## config.mk

```make
export PLATFORM = sky130hd
export DESIGN_NAME = priority_size_budget_cache_core
export DESIGN_NICKNAME = d
export VERILOG_FILES = /design/src/rtl/core/psbc_pkg.sv /design/src/rtl/core/psbc_ram.sv /design/src/rtl/core/priority_size_budget_cache_core.sv
export SDC_FILE = /design/constraint.sdc
export NUM_CORES = 2
export LEC_CHECK = 0
export ABC_AREA = 1
export BUFFER_PORTS_ARGS = -buffer_cell sky130_fd_sc_hd__buf_2
export CAP_MARGIN = 20
export CORE_ASPECT_RATIO = 0.8
export CORE_MARGIN = 3
export CORE_UTILIZATION = 60
export CTS_CLUSTER_SIZE = 12
export DETAILED_ROUTE_END_ITERATION = 10
export GPL_ROUTABILITY_DRIVEN = 0
export MAX_ROUTING_LAYER = met4
export PLACE_DENSITY = 0.76
export SYNTH_ARGS = -nofsm -noshare
export SYNTH_HDL_FRONTEND = slang
export SYNTH_SLANG_ARGS = --single-unit
export TNS_END_PERCENT = 10
```

## constraint.sdc

```tcl
create_clock -name clock -period 7.3 [get_ports clock]
set_input_delay 1.46 -clock clock [delete_from_list [all_inputs] [get_ports clock]]
set_output_delay 1.46 -clock clock [all_outputs]
set_load 0.01 [all_outputs]
```

## src/rtl/core/psbc_pkg.sv

```systemverilog
// Shared types and codes for the priority size budget cache.
`default_nettype none
package psbc_pkg;
   localparam int KeyW    = 32;
   localparam int BytesW  = 24;
   localparam int PrioW   = 8;
   localparam int TotalW  = 32;
   localparam int BudgetW = 11;
   localparam int MbShift = 20;

   localparam logic OP_INSERT = 1'b0;
   localparam logic OP_LOOKUP = 1'b1;

   localparam logic KIND_EVICT  = 1'b0;
   localparam logic KIND_STATUS = 1'b1;

   typedef struct packed {
      logic [KeyW-1:0]          key;
      logic [BytesW-1:0]        nbytes;
      logic signed [PrioW-1:0]  prio;
   } entry_type;

   localparam int EntryW = $bits(entry_type);
endpackage
`default_nettype wire

```

## src/rtl/core/psbc_ram.sv

```systemverilog
// Generic single-clock RAM, one write port, one registered read port.
`default_nettype none
module psbc_ram #(
   parameter int WIDTH = 64,
   parameter int DEPTH = 33
) (
   input  wire logic                     clock,
   input  wire logic                     wr_en,
   input  wire logic [$clog2(DEPTH)-1:0] wr_addr,
   input  wire logic [WIDTH-1:0]         wr_data,
   input  wire logic [$clog2(DEPTH)-1:0] rd_addr,
   output      logic [WIDTH-1:0]         rd_data
);
   logic [WIDTH-1:0] mem [DEPTH];

   always_ff @(posedge clock) begin
      if (wr_en) begin
         mem[wr_addr] <= wr_data;
      end
      rd_data <= mem[rd_addr];
   end
endmodule
`default_nettype wire

```

## src/rtl/core/priority_size_budget_cache_core.sv

```systemverilog
// Priority ordered object cache with a byte budget, table kept in a RAM ring.
//
//  channel | dir | handshake          | payload
//  req     | in  | tvalid/tready      | tuser: opcode; tdata: key, bytes, priority
//  rsp     | out | tvalid/tready/tlast| tuser: kind; tdata: key, was, now, total
//  csr     | in  | wr_en              | wr_data: budget in megabytes
//
// One transaction at a time. A request scans all N resident entries, an insert
// then shifts the entries above its slot (one per cycle) and writes it; every
// eviction reads the ring head and waits for the rsp to be taken.
// Reset is synchronous; the table RAM is never cleared, only the count, head and total.
// A stalled rsp holds the block in place until the result is taken.
`default_nettype none
module priority_size_budget_cache_core #(
   parameter int TABLE_DEPTH = 32
) (
   input  wire logic        clock,
   input  wire logic        reset,
   input  wire logic        req_tvalid,
   output      logic        req_tready,
   input  wire logic [63:0] req_tdata,   // key[31:0], bytes[55:32], priority[63:56]
   input  wire logic [0:0]  req_tuser,   // opcode[0]
   output      logic        rsp_tvalid,
   input  wire logic        rsp_tready,
   output      logic [71:0] rsp_tdata,   // key[31:0], was[32], now[33], total[65:34], 0
   output      logic [0:0]  rsp_tuser,   // kind[0]
   output      logic        rsp_tlast,
   input  wire logic        csr_wr_en,
   input  wire logic [psbc_pkg::BudgetW-1:0] csr_wr_data
);
   import psbc_pkg::*;

   localparam int Slots = TABLE_DEPTH + 1;
   localparam int AW    = $clog2(Slots);
   localparam int CW    = $clog2(TABLE_DEPTH + 2);

   localparam logic [2:0] S_IDLE   = 3'd0;
   localparam logic [2:0] S_SCAN   = 3'd1;
   localparam logic [2:0] S_DECIDE = 3'd2;
   localparam logic [2:0] S_SHIFT  = 3'd3;
   localparam logic [2:0] S_INS    = 3'd4;
   localparam logic [2:0] S_CHK    = 3'd5;
   localparam logic [2:0] S_EVRD   = 3'd6;
   localparam logic [2:0] S_WAIT   = 3'd7;

   logic [2:0]         state_ff, state_in;
   logic [BudgetW-1:0] budget_ff;
   logic [CW-1:0]      count_ff, count_in;
   logic [AW-1:0]      head_ff, head_in;
   logic [TotalW-1:0]  total_ff, total_in;
   logic               op_ff, op_in;
   entry_type          new_ff, new_in;
   logic [CW-1:0]      idx_ff, idx_in;
   logic [CW-1:0]      pos_ff, pos_in;
   logic               pos_hit_ff, pos_hit_in;
   logic               found_ff, found_in;
   logic [CW-1:0]      newpos_ff, newpos_in;
   logic               live_ff, live_in;
   logic               done_ff, done_in;
   logic               ovalid_ff, ovalid_in;
   logic               okind_ff, okind_in;
   logic [KeyW-1:0]    okey_ff, okey_in;
   logic               owas_ff, owas_in;
   logic               onow_ff, onow_in;
   logic [TotalW-1:0]  oocc_ff, oocc_in;

   logic               wr_en;
   logic [AW-1:0]      wr_addr, rd_addr;
   entry_type          wr_data, rd_data;
   logic [EntryW-1:0]  rd_raw;
   logic [TotalW-1:0]  budget_bytes;
   logic               over;

   function automatic logic [AW-1:0] phys(input logic [AW-1:0] head,
                                          input logic [CW-1:0] lidx);
      logic [CW:0] s;
      s = (CW+1)'(head) + (CW+1)'(lidx);
      if (s >= (CW+1)'(Slots)) begin
         s = s - (CW+1)'(Slots);
      end
      return s[AW-1:0];
   endfunction

   psbc_ram #(.WIDTH(EntryW), .DEPTH(Slots)) u_table (
      .clock   (clock),
      .wr_en   (wr_en),
      .wr_addr (wr_addr),
      .wr_data (wr_data),
      .rd_addr (rd_addr),
      .rd_data (rd_raw)
   );
   assign rd_data = rd_raw;

   assign budget_bytes = TotalW'({budget_ff, {MbShift{1'b0}}});
   assign over = (count_ff != '0) &&
                 ((total_ff > budget_bytes) || (count_ff > CW'(TABLE_DEPTH)));

   assign req_tready = (state_ff == S_IDLE);
   assign rsp_tvalid = ovalid_ff;
   assign rsp_tuser  = okind_ff;
   assign rsp_tlast  = okind_ff;
   assign rsp_tdata  = {6'd0, oocc_ff, onow_ff, owas_ff, okey_ff};

   always_comb begin
      state_in   = state_ff;
      count_in   = count_ff;
      head_in    = head_ff;
      total_in   = total_ff;
      op_in      = op_ff;
      new_in     = new_ff;
      idx_in     = idx_ff;
      pos_in     = pos_ff;
      pos_hit_in = pos_hit_ff;
      found_in   = found_ff;
      newpos_in  = newpos_ff;
      live_in    = live_ff;
      done_in    = done_ff;
      ovalid_in  = ovalid_ff;
      okind_in   = okind_ff;
      okey_in    = okey_ff;
      owas_in    = owas_ff;
      onow_in    = onow_ff;
      oocc_in    = oocc_ff;
      wr_en      = 1'b0;
      wr_addr    = phys(head_ff, idx_ff);
      wr_data    = new_ff;
      rd_addr    = phys(head_ff, '0);

      unique case (state_ff)
         S_IDLE: begin
            if (req_tvalid) begin
               op_in        = req_tuser[0];
               new_in.key    = req_tdata[31:0];
               new_in.nbytes = req_tdata[55:32];
               new_in.prio   = req_tdata[63:56];
               idx_in     = '0;
               pos_in     = count_ff;
               pos_hit_in = 1'b0;
               found_in   = 1'b0;
               rd_addr    = phys(head_ff, '0);
               state_in   = (count_ff == '0) ? S_DECIDE : S_SCAN;
            end
         end
         S_SCAN: begin
            if (rd_data.key == new_ff.key) begin
               found_in = 1'b1;
            end
            if (!pos_hit_ff && (rd_data.prio > new_ff.prio)) begin
               pos_in     = idx_ff;
               pos_hit_in = 1'b1;
            end
            if (idx_ff + 1'b1 < count_ff) begin
               idx_in  = idx_ff + 1'b1;
               rd_addr = phys(head_ff, idx_ff + 1'b1);
            end else begin
               state_in = S_DECIDE;
            end
         end
         S_DECIDE: begin
            if (op_ff == OP_LOOKUP || found_ff) begin
               ovalid_in = 1'b1;
               okind_in  = KIND_STATUS;
               okey_in   = new_ff.key;
               owas_in   = found_ff;
               onow_in   = found_ff;
               oocc_in   = total_ff;
               done_in   = 1'b1;
               state_in  = S_WAIT;
            end else if (count_ff > pos_ff) begin
               rd_addr  = phys(head_ff, count_ff - 1'b1);
               idx_in   = count_ff;
               state_in = S_SHIFT;
            end else begin
               state_in = S_INS;
            end
         end
         S_SHIFT: begin
            // read data is entry idx-1; it moves up to idx
            wr_en   = 1'b1;
            wr_addr = phys(head_ff, idx_ff);
            wr_data = rd_data;
            idx_in  = idx_ff - 1'b1;
            if (idx_ff - 1'b1 > pos_ff) begin
               rd_addr = phys(head_ff, idx_ff - 2'd2);
            end else begin
               state_in = S_INS;
            end
         end
         S_INS: begin
            wr_en     = 1'b1;
            wr_addr   = phys(head_ff, pos_ff);
            wr_data   = new_ff;
            count_in  = count_ff + 1'b1;
            total_in  = total_ff + TotalW'(new_ff.nbytes);
            newpos_in = pos_ff;
            live_in   = 1'b1;
            state_in  = S_CHK;
         end
         S_CHK: begin
            if (over) begin
               rd_addr  = head_ff;
               state_in = S_EVRD;
            end else begin
               ovalid_in = 1'b1;
               okind_in  = KIND_STATUS;
               okey_in   = new_ff.key;
               owas_in   = 1'b0;
               onow_in   = live_ff;
               oocc_in   = total_ff;
               done_in   = 1'b1;
               state_in  = S_WAIT;
            end
         end
         S_EVRD: begin
            total_in  = total_ff - TotalW'(rd_data.nbytes);
            count_in  = count_ff - 1'b1;
            head_in   = phys(head_ff, CW'(1));
            ovalid_in = 1'b1;
            okind_in  = KIND_EVICT;
            okey_in   = rd_data.key;
            owas_in   = !(live_ff && newpos_ff == '0);
            onow_in   = 1'b0;
            oocc_in   = total_ff - TotalW'(rd_data.nbytes);
            done_in   = 1'b0;
            if (newpos_ff == '0) begin
               live_in = 1'b0;
            end else begin
               newpos_in = newpos_ff - 1'b1;
            end
            state_in = S_WAIT;
         end
         S_WAIT: begin
            if (rsp_tready) begin
               ovalid_in = 1'b0;
               state_in  = done_ff ? S_IDLE : S_CHK;
            end
         end
         default: state_in = S_IDLE;
      endcase
   end

   always_ff @(posedge clock) begin
      if (reset) begin
         state_ff  <= S_IDLE;
         budget_ff <= BudgetW'(16);
         count_ff  <= '0;
         head_ff   <= '0;
         total_ff  <= '0;
         ovalid_ff <= 1'b0;
         live_ff   <= 1'b0;
         done_ff   <= 1'b0;
      end else begin
         state_ff  <= state_in;
         if (csr_wr_en) begin
            budget_ff <= csr_wr_data;
         end
         count_ff  <= count_in;
         head_ff   <= head_in;
         total_ff  <= total_in;
         ovalid_ff <= ovalid_in;
         live_ff   <= live_in;
         done_ff   <= done_in;
      end
   end

   always_ff @(posedge clock) begin
      op_ff      <= op_in;
      new_ff     <= new_in;
      idx_ff     <= idx_in;
      pos_ff     <= pos_in;
      pos_hit_ff <= pos_hit_in;
      found_ff   <= found_in;
      newpos_ff  <= newpos_in;
      okind_ff   <= okind_in;
      okey_ff    <= okey_in;
      owas_ff    <= owas_in;
      onow_ff    <= onow_in;
      oocc_ff    <= oocc_in;
   end

   // table never holds more than its depth between transactions
   a_count_cap: assert property (@(posedge clock) disable iff (reset)
      (state_ff == S_IDLE) |-> (count_ff <= CW'(TABLE_DEPTH)))
      else $error("entry count above depth while idle");

   // a result is only presented while waiting for it to be taken
   a_valid_wait: assert property (@(posedge clock) disable iff (reset)
      rsp_tvalid |-> (state_ff == S_WAIT))
      else $error("rsp valid outside wait state");

   // a finished request returns to idle once its status is taken
   a_status_idle: assert property (@(posedge clock) disable iff (reset)
      (rsp_tvalid && rsp_tready && rsp_tlast) |=> (state_ff == S_IDLE))
      else $error("status taken but block not idle");
endmodule
`default_nettype wire
```

# After elaboration in Yosys (flattened, before gate mapping)
# Memory sizes are Yosys's and may differ from the RTL's. A register that Yosys moved wholly into a read port is not among the register bits.
# Cells that the tools add are included.
[word_totals] regBits=213 mem_bits_rw=2112 mem_count=1
[op_classes] addsub=21 order_cmp=13 eq_ne=21 mux=63 reduce_logical=26
[mem_list] memory="u_table.mem" depth=33 word_bits=64 rd=1 rd_clocked_by_memory_dff=1 write_ports=1 line_no="psbc_ram.sv:14" source="logic [WIDTH-1:0] mem [DEPTH];"
[op_table] cell="32-bit case mux with 3 select lines" count=2
[op_table] cell="32-bit two-way mux" count=4
[op_table] cell="6-bit two-way mux" count=20
[op_table] cell="64-bit two-way mux" count=1
[op_table] cell="32-bit case mux with 2 select lines" count=1
[op_table] cell="6-bit case mux with 4 select lines" count=2
[op_table] cell="7-bit by 6-bit >= comparator with 1-bit output, second input constant" count=6
[op_table] cell="6-bit subtractor, second input constant" count=7
[op_table] cell="6-bit case mux with 2 select lines" count=3
[op_table] cell="6-bit by 6-bit adder with 7-bit output" count=5
[op_table] cell="32-bit by 24-bit adder with 32-bit output" count=1
[op_table] cell="32-bit equality test" count=1
[op_table] cell="32-bit by 31-bit greater-than comparator with 1-bit output" count=1
[op_table] cell="32-bit by 24-bit subtractor with 32-bit output" count=1
[op_table] cell="2-bit inequality test, second input constant" count=13
[op_table] cell="3-bit case mux with 8 select lines" count=1
[op_table] cell="3-bit two-way mux" count=7
[op_table] cell="6-bit by 1-bit subtractor with 6-bit output, second input constant" count=3
[op_table] cell="1-bit two-way mux" count=14
[op_table] cell="6-bit by 1-bit adder with 6-bit output, second input constant" count=2
[op_table] cell="3-bit equality test, second input constant" count=4
[op_table] cell="6-bit greater-than comparator" count=2
[op_table] cell="6-bit logical NOT" count=2
[op_table] cell="1-bit case mux with 3 select lines" count=3
[op_table] cell="other kinds (24)" count=38

# Longest topological paths before layout
[depth] depth_word=7 ltp_mapped=29 mapped_depth_nobuf=26

# Hierarchy
# A second synthesis with hierarchy kept.
[hier_totals] cells_unflattened=9293 hier_area_um2=102553.4
[by_module_without_submodules] module="psbc_ram" n_inst=1 cells_per_inst=6932 area_each_um2=85557.1 seq_area_each_um2=64702.1
[by_module_without_submodules] module="priority_size_budget_cache_core" n_inst=1 cells_per_inst=2361 area_each_um2=16996.3 seq_area_each_um2=5785.5

# Worst setup path before layout
# OpenSTA, ideal clock, no wires.
[synth_path] kind="input-to-reg" start="input req_tvalid" end="register new_ff[0] (netlist bit), enable pin" setup_time_ns=0.568 arrival_time_ns=5.911 required_time_ns=6.732 path_slack_ns=0.821 stages=2 path_cell_list="inv_1 > nor3_1"
[synth_via] elab_chain_len=1
[synth_lines] element="start, declared" line_no="priority_size_budget_cache_core.sv:19" source="input wire logic req_tvalid,"
[synth_lines] element="2-bit AND reduction (no line)"
[synth_lines] element="end signal, assigned" line_no="priority_size_budget_cache_core.sv:268" source="new_ff <= new_in;"
[synth_lines] element="end, declared" line_no="priority_size_budget_cache_core.sv:52" source="entry_type new_ff, new_in;"
# Every way passes these cells.
# A chain may end at the register's enable or synchronous reset.

# Final worst setup path
[layout_path] start="register idx_ff[1]" end="register u_table.rd_data[11], read port of u_table.mem"
[layout_via] elab_chain_len=6
[layout_lines] element="start, declared" line_no="priority_size_budget_cache_core.sv:53" source="logic [CW-1:0] idx_ff, idx_in;"
[layout_lines] element="start signal, assigned" line_no="priority_size_budget_cache_core.sv:269" source="idx_ff <= idx_in;"
[layout_lines] element="6-bit by 2-bit subtractor with 6-bit output or 6-bit by 1-bit adder with 6-bit output (tied branches)" line_no="priority_size_budget_cache_core.sv:184, priority_size_budget_cache_core.sv:152, priority_size_budget_cache_core.sv:154"
[layout_lines] element="6-bit by 6-bit adder with 7-bit output" line_no="priority_size_budget_cache_core.sv:77" source="s = (CW+1)'(head) + (CW+1)'(lidx);"
[layout_lines] element="6-bit subtractor or 7-bit by 6-bit >= comparator with 1-bit output (tied branches)" line_no="priority_size_budget_cache_core.sv:79, priority_size_budget_cache_core.sv:78"
[layout_lines] element="6-bit two-way mux" line_no="priority_size_budget_cache_core.sv:78" source="if (s >= (CW+1)'(Slots)) begin"
[layout_lines] element="6-bit two-way mux (on tied branches)" line_no="priority_size_budget_cache_core.sv:183, priority_size_budget_cache_core.sv:152"
[layout_lines] element="6-bit case mux with 4 select lines (*)" line_no="priority_size_budget_cache_core.sv:129" source="unique case (state_ff)"
[layout_lines] element="end, declared" line_no="psbc_ram.sv:12" source="output logic [WIDTH-1:0] rd_data"
# Mark *: on every way between the ends. The rest lies on a longest branch, timed or not.

==> flow_summary.ini <==
[yosys]
synthCells = 11160
ys_seq_area_share_pct = 63.07
async_reset_ff_share_pct = 0
syn_area_mm2 = 0.1118
synth-edff-count = 2264
synth_seq_cells = 2389
syn_area_per_cell_um2 = 10.02
synth-main-ff-cell = edfxtp_1
ys_types = 50
synth-warning-count = 0

[floorplan]
die_area_mm2 = 0.1915
ios = 157
fp-row-count = 141
core_area_mm2 = 0.1849
die_height_um = 392.0
start_util_pct = 60.45
die_w_um = 488.5

[clock_network]
insertion_delay_ps = 890
cts_tree = yes
htreeDepth = 4
hold_buffers = 0
postCtsSetupBuffers = 0
numClockSinks = 2389
numCtsBuffers = 228
postCtsResizedCells = 0
cts_max_path_buffers = 3
clk_root_buffer_cell = clkbuf_16
clk_pin_slew_ps = 60

[routing]
wl_per_cell_um = 25.10
vias = 87030
dr.pass1.iters = 9
drcViolationCount = 0
finalWirelength_um = 343800
avgViaCountPerCell = 6.354
antenna_left = 0
drt_iter0_drc = 14990

[power_and_ir_drop]
power.share.clock_pct = 23.8
combPwrFrac_pct = 38.4
p_per_area_mw_per_mm2 = 385.0
power_frac_seq_pct = 37.8
swShare_pct = 39.88
internal-power_w = 0.02848
leakage_nw = 51.60
peakVddDrop_mv = 0.5106
p_sw_w = 0.01890

[global_routing]
grt_pass1_wl_um = 510500
overflow = 0
antenna_found_initial = 5
grt_use_total_pct = 36.25
grt_max_degree = 199
grt_pass1_vias = 82960

[sta]
slew_viol_final = 0
grt_setup_unrepaired = false
fin_skew_ps = 45.84
worst_slew_pin_slew_ps = 1196
max_freq_mhz = 172.9
final.setup.worst_slack_ps = 1516
setup_viol_count_final = 0
max_slew_margin_pct = 20.24
hold_viol = 0
fin_crit_ps = 5784
fin_crit_sh_pct = 79.23
holdWs_ps = 436.6
setup_tns_ps = 0

[finish]
final_area_mm2 = 0.1231
syn_to_final_growth_pct = 10.11
finish.utilization_pct = 66.56
nNetsFinal = 11290
drive_above_1_share_pct = 7.326

[critical_path]
end_kind = register
startpoint = idx_ff[1]
critPathMaxFanout = 198
start_kind = register
reg2reg_depth = 25
critPathKind = reg2reg
worstPathRequired_ps = 8120
crit_arrival_ps = 6600
r2r-start = idx_ff[1]

[hold_path]
worstHoldStart = u_table.mem[32][24]
hold_depth = 2
hold_path_class = reg2reg

[place]
dp_hpwl_um = 182800
port_buffers = 150
post_dp_cell_area_mm2 = 0.1159
pre_cts_ws_ps = 1708

[flow_run]
drv_cap = 0

[outcome]
status = complete, no violations
==> registers in the layout, summed over array words and instances (netlist names), 3 cells and up <==
| register | count |
|---|---|
| u_table.mem | 2112 |
| new_ff | 64 |
| u_table.rd_data | 64 |
| okey_ff | 32 |
| oocc_ff | 32 |
| total_ff | 32 |
| budget_ff | 11 |
| count_ff | 6 |
| head_ff | 6 |
| idx_ff | 6 |
| newpos_ff | 6 |
| pos_ff | 6 |
| state_ff | 3 |
==> worst paths after layout <==
check	endpoint	slack [ps]
hold / removal	u_table.rd_data[24]	440
setup reg to reg	u_table.rd_data[11]	1520
setup / recovery	u_table.rd_data[11]	1520
hold reg to reg	u_table.rd_data[24]	440
==> metal layers <==
layer | up-vias | track usage [%] | wire length, µm
met5 | - | - | 0
met4 | 0 | 19.74 | 20940
met3 | 1398 | 8.620 | 50860
met2 | 7057 | 51.95 | 149700
met1 | 40760 | 48.00 | 122200
li1 | 37820 | - | -
==> worst max-delay path, stage by stage, from the launching register on <==
cell and delay [ps]:
edfxtp_1 510, inv_1 260, ha_1 240, nand3_1 120
a21oi_1 170, xor2_1 110, ha_1 330, nand2_1 90
nor2_1 150, o21ai_0 120, o211ai_1 90, o21ai_1 190
inv_1 160, nor2_1 80, nand2_1 110, nand3_1 150
nor2_4 590, nand3_4 570, buf_12 420, o21ai_0 370
nand2_1 80, nand3_1 130, nand3_1 120, nand3_1 110
nand3_1 80, nand2_1 90
==> cells by family after synthesis <==
kind of cell,count (synthesis),synth area share (%)
AND/OR/NAND/NOR,4940,21.28
flip-flops,2389,63.07
buffers and inverters,3039,10.60
other,1,0.003355
adder cells (fa/ha/maj),144,1.659
AO/OA/AOI/OAI,566,2.774
XOR/XNOR,79,0.6191
==> through the flow <==
step	total power (W)	std cells
after floorplan	0.02939	11160
after global placement	0.03498	13230
after detailed placement	0.03560	13250
after CTS	0.04673	13680
after global routing	0.04937	13700
final	0.04738	13700
==> cells in the mapped netlist, types with 7 or more instances <==
| library cell | number | area (µm²) |
|---|---|---|
| nand3b_1 | 10 | 75.07 |
| nor3_1 | 23 | 115.1 |
| nand3_1 | 2045 | 10230 |
| edfxtp_1 | 2264 | 67990 |
| buf_2 | 283 | 1416 |
| xnor2_1 | 44 | 385.4 |
| buf_1 | 72 | 270.3 |
| a21oi_1 | 163 | 815.8 |
| ha_1 | 137 | 1714 |
| buf_4 | 14 | 105.1 |
| fa_1 | 7 | 140.1 |
| o21a_1 | 10 | 75.07 |
| a211oi_1 | 7 | 52.55 |
| inv_1 | 2293 | 8607 |
| nand4_1 | 989 | 6187 |
| a31oi_1 | 14 | 87.58 |
| inv_2 | 14 | 52.55 |
| dfxtp_1 | 125 | 2502 |
| xor2_1 | 35 | 306.5 |
| nand2_1 | 1676 | 6291 |
| nor2_1 | 156 | 585.6 |
| or2_2 | 17 | 106.4 |
| o21ai_0 | 294 | 1471 |
| clkbuf_1 | 356 | 1336 |
| o211ai_1 | 41 | 307.8 |
==> cell type report <==
class	instances	area (µm²)
inverters	2310	8688
clock buffers	397	6510
fillers	13450	61820
well taps	2431	3042
diodes	4	10.01
repair buffers	399	3827
flip-flops and latches	2389	70490
clock inverters	31	446.7
multi-input cells	5735	30050
==> cell usage in the layout (no fill, tap or decap), types with 22 or more instances in the layout <==
cell	count
o21ai_0	231
nor2_4	39
nand3_1	2044
ha_1	137
buf_8	27
nand4_1	989
o211ai_1	41
nor3_1	22
dfxtp_1	125
buf_2	150
clkbuf_1	152
xnor2_1	44
buf_12	73
inv_1	2292
xor2_1	35
nor2_1	122
a21oi_1	163
clkbuf_16	228
nand2_1	1673
edfxtp_1	2264
o21ai_2	58
buf_4	142
==> power groups by stage <==
stage / Sequential (W) / Clock [W] / Combinational, W
global placement: 0.0182 / 0 / 0.0168
finish: 0.0179 / 0.0113 / 0.0182
CTS: 0.0179 / 0.0113 / 0.0175
detailed placement: 0.0182 / 0 / 0.0174
global route: 0.0180 / 0.0119 / 0.0195
floorplan: 0.0181 / 0 / 0.0113
Power figures use the tool's default switching activity.
